### config.mk
export PLATFORM = sky130hd
export DESIGN_NAME = epr_div
export DESIGN_NICKNAME = d
export VERILOG_FILES = /design/src/rtl/edge_partition_router_defines.svh /design/src/rtl/epr_pkg.sv /design/src/rtl/epr_div.sv
export SDC_FILE = /design/constraint.sdc
export NUM_CORES = 2
export LEC_CHECK = 0
export ABC_AREA = 0
export BUFFER_PORTS_ARGS = -buffer_cell sky130_fd_sc_hd__buf_2
export CORE_UTILIZATION = 50
export DETAILED_ROUTE_END_ITERATION = 16
export PLACE_DENSITY = 0.66
export RECOVER_POWER = 25
export SLEW_MARGIN = 40
export SYNTH_ARGS = -nofsm -noshare
export SYNTH_HDL_FRONTEND = slang
export SYNTH_SLANG_ARGS = --single-unit
### constraint.sdc
create_clock -name clk -period 7.8 [get_ports clk]
set_clock_uncertainty 0.15 [all_clocks]
set_input_delay 0.39 -clock clk [delete_from_list [all_inputs] [get_ports clk]]
set_output_delay 0.39 -clock clk [all_outputs]
set_load 0.05 [all_outputs]
### src/rtl/edge_partition_router_defines.svh
`ifndef EDGE_PARTITION_ROUTER_DEFINES_SVH
`define EDGE_PARTITION_ROUTER_DEFINES_SVH

// same-cycle implication
`define EPR_ASSERT_NOW(lbl, ante, cons) \
  lbl: assert property (@(posedge clk) disable iff (!rst_n) (ante) |-> (cons)) \
    else $error("edge_partition_router assertion failed");

// next-cycle implication
`define EPR_ASSERT_NEXT(lbl, ante, cons) \
  lbl: assert property (@(posedge clk) disable iff (!rst_n) (ante) |=> (cons)) \
    else $error("edge_partition_router assertion failed");

`endif

### src/rtl/epr_pkg.sv
package epr_pkg;

  localparam int VW            = 48;
  localparam int WBW           = 32;
  localparam int WCW           = 9;
  localparam int DPW           = 10;
  localparam int SCW           = 6;
  localparam int PCRW          = 11;
  localparam int DEF_MAX_PARTS = 1024;
  localparam logic [SCW-1:0]  SCALE_MAX = 6'd48;
  localparam logic [SCW-1:0]  SCALE_RST = 6'd20;
  localparam logic [PCRW-1:0] PARTS_RST = 11'd1;

  typedef enum logic [0:0] {
    CFG_SCALE = 1'b0,
    CFG_PARTS = 1'b1
  } cfg_idx_t;

  typedef enum logic [1:0] {
    SEQ_IDLE,
    SEQ_DIV,
    SEQ_MUL
  } seq_state_t;

  typedef struct packed {
    logic [VW-1:0] mask;
    logic [VW:0]   base;
    logic [VW:0]   thr;
  } geom_t;

  function automatic logic [WCW-1:0] weight_code_f(input logic [WBW-1:0] b);
    logic        neg;
    logic [7:0]  ex;
    logic [23:0] m;
    logic [7:0]  low;
    logic        nan;
    neg = b[31];
    ex  = b[30:23];
    m   = {1'b1, b[22:0]};
    nan = 1'b0;
    low = 8'd0;
    if (ex == 8'hFF) begin
      nan = (b[22:0] != 23'd0);
      low = neg ? 8'd0 : 8'd255;
    end else if (ex == 8'd0) begin
      low = 8'd0;
    end else if (ex >= 8'd150) begin
      low = neg ? 8'd0 : 8'd255;
    end else if (ex >= 8'd142) begin
      low = 8'(m << 3'(ex - 8'd142));
    end else if (ex >= 8'd111) begin
      low = 8'(m >> 5'(8'd142 - ex));
    end
    if (nan) begin
      return '0;
    end
    return neg ? (9'd0 - {1'b0, low}) : {1'b0, low};
  endfunction

endpackage

### src/rtl/epr_div.sv
module epr_div import epr_pkg::*; #(
  parameter int QW = 10
) (
  input  logic          clk,
  input  logic          en,
  input  logic [VW-1:0] num,
  input  logic [VW:0]   den,
  output logic [QW-1:0] quo
);

  logic [VW-1:0] rem_r [QW];
  logic [VW:0]   den_r [QW];
  logic [QW-1:0] q_r   [QW];

  for (genvar i = 0; i < QW; i++) begin : g_stage
    logic [VW-1:0]   rem_in;
    logic [VW:0]     den_in;
    logic [QW-1:0]   q_in;
    logic [VW+QW:0]  trial;
    logic            ge;
    if (i == 0) begin : g_first
      assign rem_in = num;
      assign den_in = den;
      assign q_in   = '0;
    end else begin : g_next
      assign rem_in = rem_r[i-1];
      assign den_in = den_r[i-1];
      assign q_in   = q_r[i-1];
    end
    assign trial = (VW+QW+1)'(den_in) << (QW - 1 - i);
    assign ge    = ((VW+QW+1)'(rem_in) >= trial);
    always_ff @(posedge clk) begin
      if (en) begin
        rem_r[i] <= ge ? VW'((VW+QW+1)'(rem_in) - trial) : rem_in;
        den_r[i] <= den_in;
        q_r[i]   <= {q_in[QW-2:0] , ge} ;
      end
    end
  end

  assign quo = q_r[QW-1];

endmodule
==> reports/metrics.cfg <==
[finish]
regArea_um2 = 27900
syn_to_final_growth_pct = 11.4
utilization_pct = 56.5
multi_input_area_um2 = 25000
drive_gt1_share_pct = 6.79
fill_cells = 9396
layout.nets = 5896

[clocking]
cts.reportedPaths.clkPinSlew_ns = 0.06
clock_sinks = 928
clockBufferDepth = 3
cts_buffers = 102
root_buffer = clkbuf_16
cts_tree = done
post_cts_resized = 0
clock_latency_ns = 0.69
h-tree-depth = 3

[setup_path]
path_delay_family = buffers and inverters
required_ns = 7.95
critical_path.max_stage_delay_ns = 3.89
arrival_ns = 5.86
critPathSlowestCell = clkbuf_1
cp.buffers_inverters = 3
crit_fanout = 93
cp-end-kind = register
worst_path_most_repeated_cell = buf_4
cp-start-kind = input pin
crit_type = in -> reg
crit_chain = clkbuf_1, buf_4, buf_4

[floorplan]
chipWidth_um = 335
core-area_um2 = 109000
die_y_um = 335
die-area_um2 = 112000
ios = 109
start_util_pct = 50.7
rows = 121

[yosys]
yosys.area.top_type = edfxtp_1
synth.distinct_cells = 85
synth_most_common_cell = edfxtp_1
synth-seq-cells = 928
synth-edff-count = 928
synth_flop_cell = edfxtp_1
synth_area_um2 = 55400
synth_area_leaders = edfxtp_1 (50%), ha_1 (9.8%), o21ai_0 (3.9%), a21oi_1 (3.8%), inv_1 (3.6%)
synth_nets = 5706
synthCells = 5163
yosysWarnings = 0
synth.top_cell.area_share_pct = 50.3
syn_area_per_cell_um2 = 10.7
synthArstFlopShare_pct = 0
ys_seq_area_share_pct = 50.3
synth_common_cells = edfxtp_1 (928), inv_1 (529), nand2_1 (482), ha_1 (435), o21ai_0 (434)

[routing]
wirelength_mm = 121
via_count = 37800
ant_nets = 0
drc = 0
routed_via_density = 5.47
post_drt_wl_per_cell_um = 17.6
drt_iter0_markers = 2230
dr.pass1.iters = 5

[grt]
grt_usage_pct = 21.4
grt_pass1_wl_mm = 192
grt_max_degree = 135
first_global_vias = 37100
grt_antenna_before_repair = 2
grt-ovfl-total = 0

[power]
power_frac_seq_pct = 45.4
p_clk_share_pct = 35.4
ir_drop_uv = 168
p_comb_share_pct = 19.1
p_sw_uw = 3610
power_switching_share_pct = 27.0
internal_power_uw = 9760
power_density_nw_per_um2 = 217
leakage_uw = 0.0261

[timing]
finalCriticalPeriod_ns = 5.72
tns_ns = 0
rsz0062_at_grt = no
setup_violations = 0
max-slew-margin-rel_pct = -279
period_share_pct = 73.3
slew_violations = 94
worst_pin_slew_ns = 5.69
hold_viol_final = 0
fmax_mhz = 175

[placement]
dp_hpwl_mm = 93.6
numPortBuffers = 108
place_congestion = 0.964

[flow_run]
cap_viol_max_count = 1

[run_status]
violations = capacitance limit, slew limit
status = finished with violations

[worst_hold_path]
hold_path.class = reg -> reg

placed cells by master, fill, tap and decap left out, drive strengths merged, types with 31 or more instances in the layout:
| cell | count |
|---|---|
| a21o | 254 |
| a21oi | 423 |
| a31oi | 57 |
| and3 | 54 |
| buf | 75 |
| clkbuf | 177 |
| clkinv | 44 |
| dlygate4sd3 | 97 |
| edfxtp | 928 |
| ha | 435 |
| inv | 532 |
| mux2 | 135 |
| nand2 | 482 |
| nand2b | 48 |
| nand3 | 95 |
| nand4 | 58 |
| nor2 | 177 |
| nor2b | 45 |
| nor3 | 55 |
| o211ai | 31 |
| o21a | 37 |
| o21ai | 443 |
| o21bai | 52 |
| xnor2 | 179 |
| xor2 | 166 |
cell families (layout without fill, tap and decap cells):
family	Yosys count	after routing	share of synthesized area (%)
AOI/OAI and AO/OA	1493	1493	16.7
xor gates and xnor gates	345	345	5.45
adders and majority gates	444	444	10.2
buffers and inverters	670	941	4.68
DFF	928	928	50.3
muxes	150	150	3.02
other	0	1	0
and+or+nand+nor	1133	1133	9.68
area by class of cell:
cell class              count  area share [%]
flip-flops and latches    928            45.1
multi-input cells        3565            40.5
clock buffers             122            4.33
inverters                 529            3.22
well taps                1476            2.99
repair buffers            227            2.73
clock inverters            63            1.07
diodes                      1         0.00405
path summary, 6_finish.rpt:
check | start | endpoint | slack [ns] | cells past startpoint
worst max-delay path | en | rem_r[7][46] | 2.08 | 3
worst min-delay path | q_r[6][3] | q_r[7][4] | 0.26 | 0
worst max register to register | den_r[0][1] | rem_r[1][12] | 3.01 | 13
worst min register to register | q_r[6][3] | q_r[7][4] | 0.26 | 0
worst reg2reg max path: stages, from the launching register on:
cell and delay [ns]:
edfxtp_1 0.40, inv_1 0.06, ha_1 0.29, nor2b_1 0.14
o31a_1 0.29, o21ai_0 0.42, o221ai_1 0.27, a32oi_1 0.56
o21ai_1 0.28, a31o_2 0.31, a21oi_1 0.16, nand4b_1 0.13
buf_4 0.56, mux2_2 0.52
metrics by stage:
step	setup slack, ns	area [um^2]	total power [uW]	hold WS [ns]	instances
finish	2.08	61700	13400	0.263	6911
CTS	3.00	61800	13500	0.0828	6910
detailed placement	2.80	57500	8680	0.255	6628
global placement	2.82	57400	8650	0.251	6627
global route	1.54	61700	14000	0.272	6910
floorplan	4.15	55400	7970	0.250	5163
per-layer routing:
metal	vias up	track usage, %	wire, um
met3	263	2.42	4120
met2	863	36.6	57100
met4	0	12.2	6890
li1	19300	-	-
met5	-	0	0
met1	17300	26.3	53400
flip-flops by register name, summed over array words and instances (netlist names):
register  flops
den_r       441
q_r          55
rem_r       432
power by group through the flow:
stage	Clock [uW]	Sequential [uW]	Combinational, uW
5_1_grt	5050	6110	2850
3_5_place_dp	0	6180	2500
2_1_floorplan	0	6090	1880
4_1_cts	4880	6080	2550
3_3_place_gp	0	6180	2470
6_report	4740	6080	2560
timing repair:
item / in CTS / in global routing
hold endpoints to repair: 97 / 0
endpoints found under the setup margin: 0 / 0
hold buffers: 97 / 0
setup buffers: 0 / 0
(Power assumes the default switching activity.)
