[src/rtl/edge_partition_router_defines.svh]
`ifndef EDGE_PARTITION_ROUTER_DEFINES_SVH
`define EDGE_PARTITION_ROUTER_DEFINES_SVH

// same-cycle implication
`define EPR_ASSERT_NOW(lbl, ante, cons) \
  lbl: assert property (@(posedge clk) disable iff (!rst_n) (ante) |-> (cons)) \
    else $error("edge_partition_router assertion failed");

// next-cycle implication
`define EPR_ASSERT_NEXT(lbl, ante, cons) \
  lbl: assert property (@(posedge clk) disable iff (!rst_n) (ante) |=> (cons)) \
    else $error("edge_partition_router assertion failed");

`endif

[src/rtl/epr_pkg.sv]
package epr_pkg;

  localparam int VW            = 48;
  localparam int WBW           = 32;
  localparam int WCW           = 9;
  localparam int DPW           = 10;
  localparam int SCW           = 6;
  localparam int PCRW          = 11;
  localparam int DEF_MAX_PARTS = 1024;
  localparam logic [SCW-1:0]  SCALE_MAX = 6'd48;
  localparam logic [SCW-1:0]  SCALE_RST = 6'd20;
  localparam logic [PCRW-1:0] PARTS_RST = 11'd1;

  typedef enum logic [0:0] {
    CFG_SCALE = 1'b0,
    CFG_PARTS = 1'b1
  } cfg_idx_t;

  typedef enum logic [1:0] {
    SEQ_IDLE,
    SEQ_DIV,
    SEQ_MUL
  } seq_state_t;

  typedef struct packed {
    logic [VW-1:0] mask;
    logic [VW:0]   base;
    logic [VW:0]   thr;
  } geom_t;

  function automatic logic [WCW-1:0] weight_code_f(input logic [WBW-1:0] b);
    logic        neg;
    logic [7:0]  ex;
    logic [23:0] m;
    logic [7:0]  low;
    logic        nan;
    neg = b[31];
    ex  = b[30:23];
    m   = {1'b1, b[22:0]};
    nan = 1'b0;
    low = 8'd0;
    if (ex == 8'hFF) begin
      nan = (b[22:0] != 23'd0);
      low = neg ? 8'd0 : 8'd255;
    end else if (ex == 8'd0) begin
      low = 8'd0;
    end else if (ex >= 8'd150) begin
      low = neg ? 8'd0 : 8'd255;
    end else if (ex >= 8'd142) begin
      low = 8'(m << 3'(ex - 8'd142));
    end else if (ex >= 8'd111) begin
      low = 8'(m >> 5'(8'd142 - ex));
    end
    if (nan) begin
      return '0;
    end
    return neg ? (9'd0 - {1'b0, low}) : {1'b0, low};
  endfunction

endpackage

[src/rtl/epr_cfg.sv]
module epr_cfg import epr_pkg::*; #(
  parameter int MAX_PARTS = DEF_MAX_PARTS
) (
  input  logic                                clk,
  input  logic                                rst_n,
  input  logic                                cfg_valid,
  output logic                                cfg_ready,
  input  cfg_idx_t                            cfg_index,
  input  logic [PCRW-1:0]                     cfg_data,
  output geom_t                               geom,
  output logic [$clog2(MAX_PARTS+1)-1:0]      extras,
  output logic                                idle
);

  localparam int PW = $clog2(MAX_PARTS + 1);

  seq_state_t      state_r, state_nxt;
  logic [SCW-1:0]  scale_r;
  logic [PCRW-1:0] parts_r;
  logic [SCW-1:0]  cnt_r, cnt_nxt;
  logic [PW-1:0]   rem_r, rem_nxt;
  logic [VW:0]     base_r, base_nxt;
  logic [VW:0]     thr_r, thr_nxt;
  logic [VW:0]     add_r, add_nxt;
  logic [PW-1:0]   ext_r, ext_nxt;
  logic [PW-1:0]   esh_r, esh_nxt;
  logic [VW-1:0]   mask_r, mask_nxt;
  logic [SCW-1:0]  s_eff;
  logic [PW-1:0]   p_eff;
  logic [PW:0]     rsh;
  logic            ge;
  logic            wr;

  assign cfg_ready = 1'b1;
  assign wr        = cfg_valid && cfg_ready;
  assign s_eff     = (scale_r > SCALE_MAX) ? SCALE_MAX : scale_r;

  always_comb begin
    if (parts_r == '0) begin
      p_eff = PW'(1);
    end else if (32'(parts_r) > MAX_PARTS) begin
      p_eff = PW'(MAX_PARTS);
    end else begin
      p_eff = PW'(parts_r);
    end
  end

  assign rsh = {rem_r, (cnt_r == s_eff)};
  assign ge  = (rsh >= {1'b0, p_eff});

  always_ff @(posedge clk) begin
    if (!rst_n) begin
      state_r <= SEQ_DIV;
      scale_r <= SCALE_RST;
      parts_r <= PARTS_RST;
      cnt_r   <= SCALE_MAX;
      rem_r   <= '0;
      base_r  <= '0;
    end else if (wr) begin
      state_r <= SEQ_DIV;
      cnt_r   <= SCALE_MAX;
      rem_r   <= '0;
      base_r  <= '0;
      unique case (cfg_index)
        CFG_SCALE: scale_r <= SCW'(cfg_data);
        CFG_PARTS: parts_r <= cfg_data;
        default:   ;
      endcase
    end else begin
      state_r <= state_nxt;
      cnt_r   <= cnt_nxt;
      rem_r   <= rem_nxt;
      base_r  <= base_nxt;
    end
  end

  always_ff @(posedge clk) begin
    thr_r  <= thr_nxt;
    add_r  <= add_nxt;
    ext_r  <= ext_nxt;
    esh_r  <= esh_nxt;
    mask_r <= mask_nxt;
  end

  always_comb begin
    state_nxt = state_r;
    cnt_nxt   = cnt_r;
    rem_nxt   = rem_r;
    base_nxt  = base_r;
    thr_nxt   = thr_r;
    add_nxt   = add_r;
    ext_nxt   = ext_r;
    esh_nxt   = esh_r;
    mask_nxt  = mask_r;
    unique case (state_r)
      SEQ_IDLE: ;
      SEQ_DIV: begin
        rem_nxt  = ge ? PW'(rsh - {1'b0, p_eff}) : rsh[PW-1:0];
        base_nxt = {base_r[VW-1:0], ge};
        cnt_nxt  = cnt_r - 6'd1;
        if (cnt_r == '0) begin
          state_nxt = SEQ_MUL;
          cnt_nxt   = '0;
          ext_nxt   = rem_nxt;
          esh_nxt   = rem_nxt;
          add_nxt   = base_nxt + 49'd1;
          thr_nxt   = '0;
          mask_nxt  = VW'(((VW+1)'(1) << s_eff) - (VW+1)'(1));
        end
      end
      SEQ_MUL: begin
        if (esh_r[0]) begin
          thr_nxt = thr_r + add_r;
        end
        add_nxt = add_r << 1;
        esh_nxt = esh_r >> 1;
        cnt_nxt = cnt_r + 6'd1;
        if (cnt_r == SCW'(PW - 1)) begin
          state_nxt = SEQ_IDLE;
        end
      end
      default: state_nxt = SEQ_IDLE;
    endcase
  end

  assign geom.mask = mask_r;
  assign geom.base = base_r;
  assign geom.thr  = thr_r;
  assign extras    = ext_r;
  assign idle      = (state_r == SEQ_IDLE);

endmodule

[config.mk]
export PLATFORM = sky130hd
export DESIGN_NAME = epr_cfg
export DESIGN_NICKNAME = d
export VERILOG_FILES = /design/src/rtl/edge_partition_router_defines.svh /design/src/rtl/epr_pkg.sv /design/src/rtl/epr_cfg.sv
export SDC_FILE = /design/constraint.sdc
export NUM_CORES = 1
export LEC_CHECK = 0
export CAP_MARGIN = 20
export CELL_PAD_IN_SITES_DETAIL_PLACEMENT = 1
export CELL_PAD_IN_SITES_GLOBAL_PLACEMENT = 2
export CORE_UTILIZATION = 30
export CTS_CLUSTER_SIZE = 25
export DETAILED_ROUTE_END_ITERATION = 6
export DONT_BUFFER_PORTS = 1
export PLACE_DENSITY_LB_ADDON = 0.08
export SKIP_LAST_GASP = 1
export SLEW_MARGIN = 15
export SYNTH_ARGS = -nofsm -noshare
export SYNTH_HDL_FRONTEND = slang
export SYNTH_SLANG_ARGS = --single-unit
[constraint.sdc]
create_clock -name clk -period 6.8 [get_ports clk]
set_clock_uncertainty 0.05 [all_clocks]
set_input_delay 1.02 -clock clk [delete_from_list [all_inputs] [get_ports clk]]
set_output_delay 1.02 -clock clk [all_outputs]
set_load 0.05 [all_outputs]
==> metrics.cfg <==
[global_routing]
track_usage = 0.176
overflow = 0
antenna_found_initial = 0
grt_pass1_wl_um = 68800
grt_max_degree = 66
grt_pass1_vias = 11406

[detailed_routing]
wl_per_cell_um = 20.4
drt_iter0_drc = 454
final_antenna_net_count = 0
drcViolationCount = 0
vias = 11039
routed_wl_um = 44100
dr.pass1.iters = 4
viasPerCell = 5.10

[place]
place_ws_ps = 1170
gp_congestion = 0.787
hpwl_um = 32400
post-place-cells = 2108
port_buffers = 0

[logic_synthesis]
syn_inst = 1559
syn_nets = 1644
synth_flop_cell = edfxtp_1
ys_warn_count = 0
ys_types = 73
ys_seq_area_frac = 0.463
synth-compound-area-share = 0.153
synth.avg_cell_area_um2 = 9.34
synth_area_mm2 = 0.0146
synth-xor-area-share = 0.0577
muxShareOfSynthArea = 0.0485
synth_simple_gate_area_share = 0.184
synth_fa_ha_area_frac = 0.0612
ys_ff_latch = 253
synth_edf_count = 168
synth_top_family_by_area = simple AND/OR/NAND/NOR gates
async_flop_share = 0

[cts]
cts_resized = 0
clock_latency_ps = 590
cts-root-buf = clkbuf_16
cts_max_level = 1
clockBufferDepth = 3
cts_tree = done
clkSinkCount = 253
clkTransAtPathRegs_ps = 60
cts_setup_buffers = 0
cts.hold.buffers_added = 0
cts_made_buffers = 31

[sta]
finalHoldViolCount = 0
fin_tns_setup_ps = 0
fin_crit_ps = 5480
worst_slew_pin_slew_ps = 1090
slew_violations = 0
layout_setup_ws_ps = 1320
slew_headroom = 0.272
fmax_ghz = 0.183
period_share = 0.806
rsz0062_at_grt = no
setup_violations = 0

[setup_path]
critPathRequiredTime_ps = 7060
endpoint_kind = register
path_max_fanout = 18
r2r.worst_path.cells = 20
crit_type = reg2reg
worst_setup_path_start_kind = register
critPathArrivalTime_ps = 5740

[pwr]
power.density_mw_per_mm2 = 275
peakVddDrop_uv = 170
p_leak_nw = 6.14
finalPower_mw = 4.45

[floorplan]
core_area_mm2 = 0.0478
die_y_um = 222
die_area_mm2 = 0.0494
initial_core_util = 0.304
die_w_um = 222
io_pins = 174
rows = 80

[final_layout]
layout.cells.most_common = nand2_1
final_cell_mix = 197 x nand2_1, 175 x nor2_1, 168 x edfxtp_1
antenna_cells = 0
drive_above_1_share = 0.0613
area_delta_synth_final_pct = 11.1
stdcell_count = 2164
nNetsFinal = 1611

[run]
cap_viol_max_count = 0

[outcome]
outcome = completed

[worst_hold_path]
min_path_cells = 2
hold_class = reg2reg

==> cell usage after synthesis (3+ instances only) <==
cell / count / area [um^2]
a22oi_1: 5 / 37.5
buf_1: 6 / 22.5
dfxtp_1: 85 / 1700
mux2_2: 13 / 146
a211oi_1: 10 / 75.1
nor4b_1: 3 / 26.3
clkbuf_1: 67 / 251
xor2_1: 38 / 333
and3_1: 12 / 75.1
o211a_1: 4 / 40.0
nand3_1: 46 / 230
o311ai_0: 3 / 26.3
o21bai_1: 17 / 128
xnor2_1: 58 / 508
a31oi_1: 14 / 87.6
or4_1: 3 / 22.5
nand2b_1: 16 / 100
nor3_1: 42 / 210
o21a_1: 8 / 60.1
o21ai_0: 122 / 611
a21boi_0: 19 / 143
nor2b_1: 12 / 75.1
nor3b_1: 7 / 52.6
and2_1: 11 / 68.8
a21o_1: 25 / 188
o211ai_1: 9 / 67.6
o22ai_1: 3 / 18.8
nand4_1: 27 / 169
or3_1: 5 / 31.3
ha_1: 68 / 851
and4_1: 7 / 61.3
mux2i_1: 56 / 561
nor4_1: 9 / 56.3
a41oi_1: 3 / 26.3
inv_1: 39 / 146
nand2_1: 197 / 739
buf_2: 4 / 20.0
or2_2: 8 / 50.1
nor2_1: 176 / 661
edfxtp_1: 168 / 5040
a21oi_1: 89 / 445
o31ai_1: 8 / 60.1
==> per-stage QoR <==
step,hold slack [ps],area [um^2],util
2_1_floorplan,406,14600,-
3_3_place_gp,428,15200,0.317
3_5_place_dp,428,15200,0.317
4_1_cts,423,16200,0.338
5_1_grt,430,16200,0.338
6_report,430,16200,0.338
==> where the power goes <==
part           switching (mW)  internal [mW]  leakage, nW
Clock                   0.675           1.02        0.488
Combinational           0.572          0.369         3.34
Sequential             0.0655           1.76         2.32
Total                    1.31           3.14         6.14
==> logic make-up (layout without fill, tap and decap cells) <==
kind of cell	after synthesis	in the layout
muxes	69	69
AOI/OAI and AO/OA	362	362
adders and majority gates	70	70
other	1	1
DFF	253	253
buffers and inverters	121	111
and+or+nand+nor	587	587
xor gates and xnor gates	96	96
==> layout make-up <==
| type | count | area [um^2] |
|---|---|---|
| fill | 5475 | 31700 |
| clock inverter | 19 | 221 |
| timing repair buffer | 13 | 97.6 |
| multi-input combinational | 1185 | 7390 |
| tap | 615 | 769 |
| clock buffer | 37 | 798 |
| sequential | 253 | 6750 |
| inverter | 42 | 158 |
==> worst max-delay path, stage by stage, from the launching register on <==
cell and delay, ps:
dfxtp_1 710, nor4b_1 290, a31oi_1 70, o32ai_1 140
nand4_1 190, ha_1 280, fa_1 410, nor2b_1 130
o21ai_0 140, a31oi_1 280, o21ba_2 210, nor2_2 170
inv_2 280, ha_1 310, nand2_1 110, nor3_1 440
and3_1 310, and4_1 310, nand4_1 130, xor2_1 160
o21ai_0 90
==> routing by layer <==
layer  part of all wire  vias to the layer above  GRT usage
met5                  0                        -          0
met4              0.026                        0     0.0436
met3              0.039                       50     0.0354
met2               0.46                      137      0.289
met1               0.48                     5305      0.236
li1                   -                     5547          -
==> state kept, by name (all words and copies together), names as in the netlist <==
name / flops
parts_r: 11
extras: 11
cnt_r: 6
scale_r: 6
base_r: 49
add_r: 49
esh_r: 11
mask_r: 48
thr_r: 49
state_r: 2
rem_r: 11
==> path summary, 6_finish.rpt <==
path,from,endpoint,slack [ps]
min,parts_r[6]$_SDFFE_PN0P_,parts_r[6]$_SDFFE_PN0P_,430
max,scale_r[1]$_SDFFE_PN0P_,add_r[42]$_DFFE_PP_,1320
min reg2reg,parts_r[6]$_SDFFE_PN0P_,parts_r[6]$_SDFFE_PN0P_,430
max reg2reg,scale_r[1]$_SDFFE_PN0P_,add_r[42]$_DFFE_PP_,1320
No activity file was read; power rests on OpenSTA's default activity.
