## config.mk

```make
export PLATFORM = sky130hd
export DESIGN_NAME = epr_front
export DESIGN_NICKNAME = d
export VERILOG_FILES = /design/src/rtl/edge_partition_router_defines.svh /design/src/rtl/epr_pkg.sv /design/src/rtl/epr_front.sv
export SDC_FILE = /design/constraint.sdc
export NUM_CORES = 1
export LEC_CHECK = 0
export ABC_AREA = 1
export BUFFER_PORTS_ARGS = -buffer_cell sky130_fd_sc_hd__buf_2
export CAP_MARGIN = 20
export CORE_AREA = 2 2 235 237
export CTS_BUF_LIST = sky130_fd_sc_hd__clkbuf_8
export DETAILED_ROUTE_END_ITERATION = 7
export DIE_AREA = 0 0 237 239
export PLACE_DENSITY_LB_ADDON = 0.2
export REMOVE_ABC_BUFFERS = 1
export SYNTH_ARGS = -nofsm -noshare
export SYNTH_HDL_FRONTEND = slang
export SYNTH_SLANG_ARGS = --single-unit
```

## constraint.sdc

```tcl
create_clock -name clk -period 8.8 [get_ports clk]
set_input_delay 0.88 -clock clk [delete_from_list [all_inputs] [get_ports clk]]
set_output_delay 0.88 -clock clk [all_outputs]
set_load 0.005 [all_outputs]
```

## src/rtl/edge_partition_router_defines.svh

```systemverilog
`ifndef EDGE_PARTITION_ROUTER_DEFINES_SVH
`define EDGE_PARTITION_ROUTER_DEFINES_SVH

// same-cycle implication
`define EPR_ASSERT_NOW(lbl, ante, cons) \
  lbl: assert property (@(posedge clk) disable iff (!rst_n) (ante) |-> (cons)) \
    else $error("edge_partition_router assertion failed");

// next-cycle implication
`define EPR_ASSERT_NEXT(lbl, ante, cons) \
  lbl: assert property (@(posedge clk) disable iff (!rst_n) (ante) |=> (cons)) \
    else $error("edge_partition_router assertion failed");

`endif

```

## src/rtl/epr_pkg.sv

```systemverilog
package epr_pkg;

  localparam int VW            = 48;
  localparam int WBW           = 32;
  localparam int WCW           = 9;
  localparam int DPW           = 10;
  localparam int SCW           = 6;
  localparam int PCRW          = 11;
  localparam int DEF_MAX_PARTS = 1024;
  localparam logic [SCW-1:0]  SCALE_MAX = 6'd48;
  localparam logic [SCW-1:0]  SCALE_RST = 6'd20;
  localparam logic [PCRW-1:0] PARTS_RST = 11'd1;

  typedef enum logic [0:0] {
    CFG_SCALE = 1'b0,
    CFG_PARTS = 1'b1
  } cfg_idx_t;

  typedef enum logic [1:0] {
    SEQ_IDLE,
    SEQ_DIV,
    SEQ_MUL
  } seq_state_t;

  typedef struct packed {
    logic [VW-1:0] mask;
    logic [VW:0]   base;
    logic [VW:0]   thr;
  } geom_t;

  function automatic logic [WCW-1:0] weight_code_f(input logic [WBW-1:0] b);
    logic        neg;
    logic [7:0]  ex;
    logic [23:0] m;
    logic [7:0]  low;
    logic        nan;
    neg = b[31];
    ex  = b[30:23];
    m   = {1'b1, b[22:0]};
    nan = 1'b0;
    low = 8'd0;
    if (ex == 8'hFF) begin
      nan = (b[22:0] != 23'd0);
      low = neg ? 8'd0 : 8'd255;
    end else if (ex == 8'd0) begin
      low = 8'd0;
    end else if (ex >= 8'd150) begin
      low = neg ? 8'd0 : 8'd255;
    end else if (ex >= 8'd142) begin
      low = 8'(m << 3'(ex - 8'd142));
    end else if (ex >= 8'd111) begin
      low = 8'(m >> 5'(8'd142 - ex));
    end
    if (nan) begin
      return '0;
    end
    return neg ? (9'd0 - {1'b0, low}) : {1'b0, low};
  endfunction

endpackage

```

## src/rtl/epr_front.sv

```systemverilog
module epr_front import epr_pkg::*; #(
  parameter int MAX_PARTS = DEF_MAX_PARTS
) (
  input  logic                                          clk,
  input  logic                                          rst_n,
  input  logic                                          en,
  input  logic                                          in_ok,
  input  logic [VW-1:0]                                 start_raw,
  input  logic [VW-1:0]                                 end_raw,
  input  logic [WBW-1:0]                                weight_bits,
  input  geom_t                                         geom,
  input  logic [$clog2(MAX_PARTS+1)-1:0]                extras,
  output logic                                          vld,
  output logic [VW-1:0]                                 sv,
  output logic [VW-1:0]                                 ev,
  output logic [WCW-1:0]                                wc,
  output logic [VW-1:0]                                 s_num,
  output logic [VW:0]                                   s_den,
  output logic [((MAX_PARTS > 1) ? $clog2(MAX_PARTS) : 1)-1:0] s_add,
  output logic [VW-1:0]                                 e_num,
  output logic [VW:0]                                   e_den,
  output logic [((MAX_PARTS > 1) ? $clog2(MAX_PARTS) : 1)-1:0] e_add
);

  localparam int QW = (MAX_PARTS > 1) ? $clog2(MAX_PARTS) : 1;

  logic           va_r, vb_r;
  logic [VW-1:0]  sva_r, eva_r, svb_r, evb_r;
  logic [WCW-1:0] wca_r, wcb_r;
  logic [VW-1:0]  sn_r, en_r;
  logic [VW:0]    sd_r, ed_r;
  logic [QW-1:0]  sa_r, ea_r;
  logic           s_lt, e_lt;
  logic [VW:0]    base_p1;

  assign base_p1 = geom.base + 49'd1;
  assign s_lt    = ({1'b0, sva_r} < geom.thr);
  assign e_lt    = ({1'b0, eva_r} < geom.thr);

  always_ff @(posedge clk) begin
    if (!rst_n) begin
      va_r <= 1'b0;
      vb_r <= 1'b0;
    end else if (en) begin
      va_r <= in_ok;
      vb_r <= va_r;
    end
  end

  always_ff @(posedge clk) begin
    if (en) begin
      sva_r <= start_raw & geom.mask;
      eva_r <= end_raw & geom.mask;
      wca_r <= weight_code_f(weight_bits);
      svb_r <= sva_r;
      evb_r <= eva_r;
      wcb_r <= wca_r;
      sn_r  <= s_lt ? sva_r : VW'(sva_r - geom.thr[VW-1:0]);
      sd_r  <= s_lt ? base_p1 : geom.base;
      sa_r  <= s_lt ? '0 : QW'(extras);
      en_r  <= e_lt ? eva_r : VW'(eva_r - geom.thr[VW-1:0]);
      ed_r  <= e_lt ? base_p1 : geom.base;
      ea_r  <= e_lt ? '0 : QW'(extras);
    end
  end

  assign vld   = vb_r;
  assign sv    = svb_r;
  assign ev    = evb_r;
  assign wc    = wcb_r;
  assign s_num = sn_r;
  assign s_den = sd_r;
  assign s_add = sa_r;
  assign e_num = en_r;
  assign e_den = ed_r;
  assign e_add = ea_r;

endmodule

```

==> results by group, run 1 <==
Status
  • Status: complete, no violations

Synthesis
  • Cell count after synthesis: approximately 3000
  • Seq/Total Area, Yosys: between 50% and 60%
  • Ys flop type: edfxtp_1
  • Ys Warns: 0
  • Netlist cell types: 56
  • Synthesized flop and latch total: about 430
  • EDFF count, synth: ~420
  • Mapped Avg Cell Area: between 8 and 9 sq um
  • Ys async rst share: 0%
  • Synth Cell Area: 0.0254 sq mm

Clock tree
  • Clk buf depth: 3
  • Num CTS Buffers: 76
  • Resize count post-CTS: 0
  • Root Driver: clkbuf_8
  • CTS H-tree depth: 3
  • CTS hold repair buffers: 0
  • Sinks on Clock Net: 426
  • Worst-path clk slew: around 60 ps
  • CTS tree: done
  • Worst skew pair latency: about 660 ps
  • Post-CTS setup buffers: 0

Routing
  • Vias/cell: roughly 5.2
  • Post-Route WL: roughly 83 mm
  • DRC viols: 0
  • Via count: approximately 23000
  • Pre-antenna DRT Iters: 7
  • Initial DRC count: around 1500
  • Final ANT Viol Nets: 0
  • Average routed wire per standard cell: about 19 um

GRT
  • Initial antenna violation count: 12
  • Largest net degree at the start of global routing: between 100 and 150
  • Vias in the first global route: roughly 22000
  • Grt ovf: 0
  • GRT Total Usage: 28.9%
  • First-pass GRT wire length: between 100 and 150 mm

STA
  • Max Freq: around 0.22 GHz
  • Relative slew slack: roughly a quarter
  • Setup TNS: 0 ps
  • Pins over their slew limit: 0
  • Final min period: 4540 ps
  • Final clock skew: 45.5 ps
  • Slew @ Worst Pin: approximately 1100 ps
  • Final worst path period share: approximately 52%
  • # setup viols final: 0
  • Fin. Hold Viols: 0
  • RSZ-0062 raised after global routing: no

Critical path
  • Req. time, crit path: roughly 9200 ps
  • Worst Setup End Kind: flip-flop
  • Startpoint Class: primary input
  • Critical-path maximum fanout: 30
  • CP Class: in2reg
  • Arr. time, crit path: 4900 ps

Placed design
  • Post-DP HPWL: 66.8 mm
  • Gpl congestion: 0.973
  • Buffers added on ports: 607

Min path
  • Min-delay worst type: reg2reg

Cells and area
  • Layout cells sized above 1: 20.8%
  • Layout area overhead: 20.2%
  • Layout fillers: between 5000 and 6000
  • Net count, final: between 3000 and 4000

Floorplan
  • Die area: roughly 0.057 sq mm
  • Initial cell density of the core: about 47%
  • Die X: between 200 and 250 um
  • Rows: 86
  • Core Area: 0.0543 sq mm
  • I/O pin cnt: between 600 and 700
  • Die height: 239 um

Pwr
  • Pwr Density: 183 mW/mm^2
  • Total power: about 5.6 mW
  • Maximum VDD drop: about 120 uV
  • P_leak: 14.4 nW

Run
  • Max-cap violations: 0
[path summary, 6_finish.rpt]
path | from | endpoint | slack [ps] | cells past startpoint
hold reg to reg | wca_r[5] | wc[5] | 420 | 0
setup reg to reg | sva_r[17] | s_num[19] | 4730 | 11
setup / recovery | weight_bits[23] | wca_r[2] | 4260 | 16
hold / removal | wca_r[5] | wc[5] | 420 | 0
[state kept, by name, summed over array words and instances (netlist names), 9 cells and up]
name,cells
s_num,48
e_num,48
eva_r,48
s_den,49
e_add,10
e_den,49
wca_r,9
s_add,10
sv,48
ev,48
wc,9
sva_r,48
[layout by cell type, fill, tap and decap left out, types with 46 or more instances in the layout]
cell	n
xor2_1	65
ha_1	104
xnor2_1	46
clkbuf_8	77
edfxtp_1	424
nor3_1	48
o21ai_0	219
nand2_1	804
buf_2	606
nor2_1	226
inv_1	428
nand3_1	196
a21oi_1	132
[cell families (layout without fill, tap and decap cells)]
group / count (synthesis) / after routing / synth area share (%)
simple gates: 1374 / 1374 / 23.0
buf+inv: 474 / 1164 / 7.41
compound gates: 472 / 472 / 10.2
flops: 426 / 426 / 50.3
xor+xnor: 111 / 111 / 3.83
fa+ha+maj: 106 / 106 / 5.28
other cells: 0 / 11 / 0
[final cells by class]
class / instances / area [sq um] / share of cell area (%)
diodes: 11 / 27.5 / 0.0902
flip-flops and latches: 426 / 12800 / 41.9
well taps: 704 / 881 / 2.89
clock buffers: 77 / 1060 / 3.47
clock inverters: 58 / 342 / 1.12
repair buffers: 616 / 3130 / 10.3
multi-input cells: 2063 / 10700 / 35.2
inverters: 413 / 1550 / 5.09
[through the flow]
stage | area [sq um] | std cells | setup WS, ps | hold WS, ps | util, %
after floorplan | 25100 | 2902 | 4500 | 400 | -
after global placement | 29100 | 4222 | 3670 | 404 | 53.5
after detailed placement | 29100 | 4222 | 3690 | 405 | 53.5
after CTS | 30500 | 4357 | 4380 | 402 | 56.1
after global routing | 30500 | 4364 | 3970 | 421 | 56.1
final | 30500 | 4368 | 4260 | 417 | 56.1
[power by group]
group	switching (mW)	leakage, nW	total (mW)	internal (mW)
Clock	0.827	0.779	1.73	0.907
Sequential	0.0809	4.19	2.55	2.47
Combinational	0.848	9.48	1.30	0.448
Total	1.76	14.4	5.58	3.82
[per-layer routing]
metal	track usage, %	wire [um]	vias to the layer above
li1	-	-	11200
met2	48.0	39200	838
met1	38.0	35500	10600
met5	0	30	-
met4	9.97	2210	6
met3	5.65	6390	115
[cells in the mapped netlist, drive strengths merged, types with 12 or more instances]
cell	instances	area, sq um
nor4	18	134
a31oi	20	131
nand2	811	3070
ha	104	1300
a21o	20	150
nor2	232	901
inv	413	1550
o21bai	12	90.1
buf	37	241
nand3	199	1010
or2	15	96.4
edfxtp	424	12700
o21ai	254	1300
nor3	51	289
nand4	29	181
xor2	65	569
clkbuf	24	90.1
xnor2	46	403
a21oi	132	661
[critical path, cell delays in order]
cell     delay, ps
buf_2          420
inv_2          360
ha_1           920
inv_1          610
nand3_1        270
nand2_1         80
nand2_1         60
nand3_1         90
a21oi_1        150
nand2_1         70
nand2_1         70
nand2_1         90
ha_1           250
or2_2          310
o21ai_0        150
a21oi_1         80
(Power assumes the default switching activity.)
==> run 2, diff against run 1 <==
CORE_AREA = 2 2 240 242   (was 2 2 235 237)
DIE_AREA = 0 0 242 244   (was 0 0 237 239)
clock period = 3.86 ns   (was 8.8 ns; I/O delays follow)
==> results by group, run 2 (synthesized netlist as in run 1, its figures left out) <==
Status
  • Status: complete, no violations

GRT
  • Largest net degree at the start of global routing: 109 (-25%)
  • Grt ovf: 0 (unchanged)
  • Vias in the first global route: 22900 (+6.1%)
  • GRT Total Usage: 29.3% (+0.41 points)
  • Initial antenna violation count: 11 (-1)
  • First-pass GRT wire length: 132 mm (+6.5%)

Routing
  • Vias/cell: 5.15 (-1.4%)
  • DRC viols: 0 (unchanged)
  • Initial DRC count: 1797 (+16%)
  • Pre-antenna DRT Iters: 6 (-1)
  • Average routed wire per standard cell: 19.3 um (+0.83%)
  • Final ANT Viol Nets: 0 (unchanged)
  • Post-Route WL: 89.2 mm (+7.0%)
  • Via count: 23800 (+4.7%)

Floorplan
  • Core Area: 0.0562 sq mm (+3.4%)
  • Die height: 244 um (+2.1%)
  • Die X: 242 um (+2.1%)
  • Initial cell density of the core: 45.2% (-1.5 points)
  • I/O pin cnt: 609 (unchanged)
  • Rows: 87 (+1.2%)
  • Die area: 0.0590 sq mm (+4.2%)

Critical path
  • RR Startpoint: eva_r[5]
  • Critical-path maximum fanout: 43 (+43%)
  • RR Endpoint: e_num[15]
  • Arr. time, crit path: 3720 ps (-1180 ps)
  • CP Class: reg2reg
  • Startpoint Class: flip-flop
  • R2r setup slk: 540 ps (-4190 ps)
  • Worst Setup End Kind: flip-flop
  • R2R depth: 13 (+2)
  • Req. time, crit path: 4250 ps (-4910 ps)

Clock tree
  • Sinks on Clock Net: 426 (unchanged)
  • Worst skew pair latency: 680 ps (+20 ps)
  • Root Driver: clkbuf_8
  • CTS tree: done
  • CTS H-tree depth: 3 (unchanged)
  • Worst-path clk slew: 70 ps (about the same)
  • Num CTS Buffers: 76 (unchanged)
  • Resize count post-CTS: 0 (unchanged)
  • Clk buf depth: 3 (unchanged)

Placed design
  • Pre-CTS WS: 496 ps (-3190 ps)
  • Post-DP HPWL: 69.0 mm (+3.4%)
  • Buffers added on ports: 607 (unchanged)
  • Gpl congestion: 0.965 (-0.81%)

Pwr
  • Total power: 13.0 mW (+130%)
  • Maximum VDD drop: 316 uV (+170%)
  • P_leak: 15.3 nW (+5.8%)
  • Pwr Density: 397 mW/mm^2 (+120%)

Cells and area
  • Flip-flop and latch area: 0.0128 sq mm (unchanged)
  • Leading cell type in the layout, fill and taps excluded: nand2_1
  • Most frequent cells in the layout: 804 x nand2_1, 606 x buf_2, 426 x inv_1, 424 x edfxtp_1, 226 x nor2_1
  • Layout cells sized above 1: 20.7% (-0.12 points)
  • Net count, final: 4205 (+5.4%)
  • Area occupied by multi-input gates: 0.0107 sq mm (unchanged)
  • Layout fillers: 5063 (-3.4%)
  • Layout area overhead: 29.0%

STA
  • PnR worst setup slack: 538 ps (-3720 ps)
  • Pins over their slew limit: 0 (unchanged)
  • Fin. Hold Viols: 0 (unchanged)
  • Setup TNS: 0 ps (unchanged)
  • Max Freq: approximately 0.3 GHz
  • Final worst path period share: between 80% and 90%
  • Final min period: between 3000 and 4000 ps
  • Relative slew slack: 41.2% (+16 points)
  • RSZ-0062 raised after global routing: no
  • Final clock skew: 50.3 ps (+4.79 ps)
  • Slew @ Worst Pin: 882 ps (-235 ps)
  • # setup viols final: 0 (unchanged)

Min path
  • Hold endpoint: eva_r[40]
  • Min-delay worst type: in2reg
  • Hold path cells: 3 (+3)
  • Hold path start: end_raw[40]

Run
  • Max-cap violations: 0 (unchanged)
==> run 2: cell types whose count changed in the layout (fill, tap and decap cells not counted), moves of 2 or more <==
cell           change
dlygate4sd3_1    +182
buf_4             +24
buf_12             +8
clkinv_2           +7
clkinv_1           -5
clkinvlp_4         +3
inv_1              -2
inv_6              -2
==> run 2: cell type report <==
class | count | share of cell area, %
multi-input cells | 2063 | 32.8
flip-flops and latches | 426 | 39.0
well taps | 756 | 2.89
repair buffers | 830 | 16.2
diodes | 10 | 0.0764
clock buffers | 77 | 3.24
clock inverters | 59 | 1.09
inverters | 413 | 4.74
==> run 2: worst max path at each step <==
stage	slack (ps)	start	endpoint
after floorplan	50	geom[18]	e_num[32]
after global placement	550	geom[5]	e_num[14]
after detailed placement	500	geom[5]	e_num[15]
after CTS	530	eva_r[5]	e_num[15]
after global routing	250	eva_r[5]	e_num[15]
final	540	eva_r[5]	e_num[15]
==> run 2: per-stage QoR <==
step	util [%]	instances	area, sq um	hold slack, ps
after floorplan	-	2902	25100	400
after global placement	52.5	4306	29500	403
after detailed placement	52.5	4306	29500	405
after CTS	58.3	4624	32700	1.27
after global routing	58.3	4633	32700	36.7
final	58.3	4634	32800	49.5
==> run 2: timing repair <==
action                    in CTS  in global routing
hold endpoints to repair     101                  0
hold buffers                 182                  0
setup buffers                  0                  0
==> run 2: routing by layer <==
layer / vias up / share of wire [%] / global-route usage [%]
met5: - / 0.021 / 0
met4: 4 / 2.7 / 9.53
met3: 134 / 7.5 / 5.96
met2: 940 / 47 / 48.9
met1: 11100 / 43 / 38.4
li1: 11700 / - / -
==> run 2: worst max-delay path, stage by stage (launching register included) <==
cell,delay (ps)
edfxtp_1,470
ha_1,430
nand2_1,110
nor2_1,190
nand4_1,150
nor2_1,120
nor2_1,90
o21ai_2,310
nand3_1,190
nand2_4,130
clkinv_2,350
buf_12,330
nand2_1,80
o21ai_0,80
==> run 2: report_power, final <==
part	internal (mW)	switching [mW]	total, mW
Combinational	1.19	2.00	3.19
Sequential	5.62	0.194	5.82
Clock	2.08	1.93	4.01
==> run 3, diff against run 2 <==
PLACE_DENSITY = 0.72   (was default)
PLACE_DENSITY_LB_ADDON = default   (was 0.2)
==> results by group, run 3 (synthesized netlist as in run 1, its figures left out) <==
Clock tree
  • CTS H-tree depth: 3 (unchanged)
  • Worst-path clk slew: 60 ps (about the same)
  • Resize count post-CTS: 0 (unchanged)
  • CTS tree: done
  • Worst skew pair latency: 660 ps (-20 ps)
  • Post-CTS setup buffers: 0 (unchanged)
  • Root Driver: clkbuf_8
  • Clk buf depth: 3 (unchanged)
  • Num CTS Buffers: 74 (-2.6%)
  • Sinks on Clock Net: 426 (unchanged)

Floorplan
  • Die X: 242 um (unchanged)
  • Initial cell density of the core: 45.2% (unchanged)
  • I/O pin cnt: 609 (unchanged)
  • Die height: 244 um (unchanged)
  • Die area: 0.0590 sq mm (unchanged)
  • Core Area: 0.0562 sq mm (unchanged)
  • Rows: 87 (unchanged)

Status
  • Status: complete, no violations

STA
  • Pins over their slew limit: 0 (unchanged)
  • Relative slew slack: 48.0% (+6.8 points)
  • Final worst path period share: 85.2% (-0.86 points)
  • Final clock skew: 34.5 ps (-15.8 ps)
  • Fin. Hold Viols: 0 (unchanged)
  • Final min period: 3290 ps (-33.2 ps)
  • # setup viols final: 0 (unchanged)
  • RSZ-0062 raised after global routing: no
  • Max Freq: 0.304 GHz (+1.0%)
  • Slew @ Worst Pin: 772 ps (-110 ps)
  • Setup TNS: 0 ps (unchanged)

Pwr
  • P_leak: 15.2 nW (-0.84%)
  • Maximum VDD drop: 327 uV (+3.3%)
  • Pwr Density: 399 mW/mm^2 (+0.33%)

Cells and area
  • Layout area overhead: 27.5%
  • Layout fillers: 5120 (+1.1%)
  • Net count, final: 4163 (-1.0%)
  • Leading cell type in the layout, fill and taps excluded: nand2_1
  • Area occupied by multi-input gates: 0.0107 sq mm (unchanged)
  • Final core occ: 57.6% (-0.68 points)
  • Layout cells sized above 1: 20.4% (-0.24 points)
  • Finished Cell Area: 0.0324 sq mm (-1.2%)
  • Flip-flop and latch area: 0.0128 sq mm (unchanged)
  • Most frequent cells in the layout: 804 x nand2_1, 606 x buf_2, 434 x inv_1, 424 x edfxtp_1, 226 x nor2_1

Placed design
  • Cell Area, Placed: 0.0294 sq mm (-0.31%)
  • Buffers added on ports: 607 (unchanged)
  • Post-DP HPWL: 68.8 mm (-0.27%)
  • Gpl congestion: 0.974 (+0.93%)

Min path
  • Min-delay worst type: in2reg

Routing
  • Via count: 23900 (+0.32%)
  • Post-Route WL: 89.6 mm (+0.49%)
  • Average routed wire per standard cell: 19.5 um (+1.3%)
  • DRC viols: 0 (unchanged)
  • Final ANT Viol Nets: 0 (unchanged)
  • Pre-antenna DRT Iters: 5 (-1)
  • Vias/cell: 5.20 (+1.1%)
  • Initial DRC count: 1875 (+4.3%)

GRT
  • GRT Total Usage: 29.5% (+0.14 points)
  • Initial antenna violation count: 19 (+8)
  • Grt ovf: 0 (unchanged)
  • Vias in the first global route: 23100 (+1.0%)
  • First-pass GRT wire length: 132 mm (+0.26%)
  • Largest net degree at the start of global routing: 121 (+11%)

Critical path
  • Startpoint Class: flip-flop
  • Req. time, crit path: 4240 ps (about the same)
  • CP Class: reg2reg
  • Arr. time, crit path: 3660 ps (-60 ps)
  • Critical-path maximum fanout: 49 (+14%)
  • Worst Setup End Kind: flip-flop
  • R2r setup slk: 570 ps (+30 ps)

Run
  • Max-cap violations: 0 (unchanged)
[run 3: changes by cell type in the layout (fill, tap and decap cells not counted), moves of 2 or more]
cell and delta:
clkinv_2 -3, clkbuf_8 +2, buf_4 -12, clkinv_1 -4, clkinvlp_4 -5, diode_2 +7, inv_1 +8, dlygate4sd3_1 -28
[run 3: metal layers]
metal | vias to the layer above | GRT usage, % | routed length (um)
li1 | 11600 | - | -
met1 | 11200 | 37.4 | 36700
met2 | 1005 | 49.4 | 42700
met3 | 175 | 5.59 | 6660
met4 | 4 | 12.7 | 3570
met5 | - | 0 | 27
[run 3: report_power, final]
group	internal, mW	switching (mW)
logic	1.16	1.96
registers	5.62	0.208
clock network	2.04	1.91
[run 3: through the flow]
stage / instances / setup slack (ps) / hold slack (ps) / total power [mW]
after floorplan: 2902 / 50.9 / 400 / 7.48
after global placement: 4294 / 573 / 402 / 8.84
after detailed placement: 4294 / 546 / 405 / 8.86
after CTS: 4582 / 637 / 1.13 / 12.9
after global routing: 4597 / 424 / 20.6 / 13.5
final: 4599 / 572 / 48.9 / 12.9
[run 3: path summary, 6_finish.rpt]
check / end / startpoint / cells past startpoint
worst max-delay path: s_num[8] / sva_r[8] / 11
worst min-delay path: eva_r[29] / end_raw[29] / 3
worst max register to register: s_num[8] / sva_r[8] / 11
worst min register to register: wc[7] / wca_r[7] / 0
[run 3: timing repair]
item                                    4_1_cts  5_1_grt
hold buffers                                154        0
hold endpoints to repair                     92        0
endpoints found under the setup margin        0        0
[run 3: worst max-delay path, cell delays in order, from the launching register on]
cell and delay [ps]:
edfxtp_1 460, ha_1 390, nand2_1 160, nor4_2 350, a21oi_1 190, o21ai_2 310, nand3_1 180, nand2_4 220
clkinv_2 260, buf_12 260, nand2_1 70, o21ai_0 120
[run 3: cell type report]
type,count,share of cell area [%]
multi-input cells,2063,33.2
repair buffers,790,15.2
well taps,756,2.92
flip-flops and latches,426,39.5
clock buffers,79,3.36
diodes,17,0.131
clock inverters,55,0.924
inverters,413,4.80
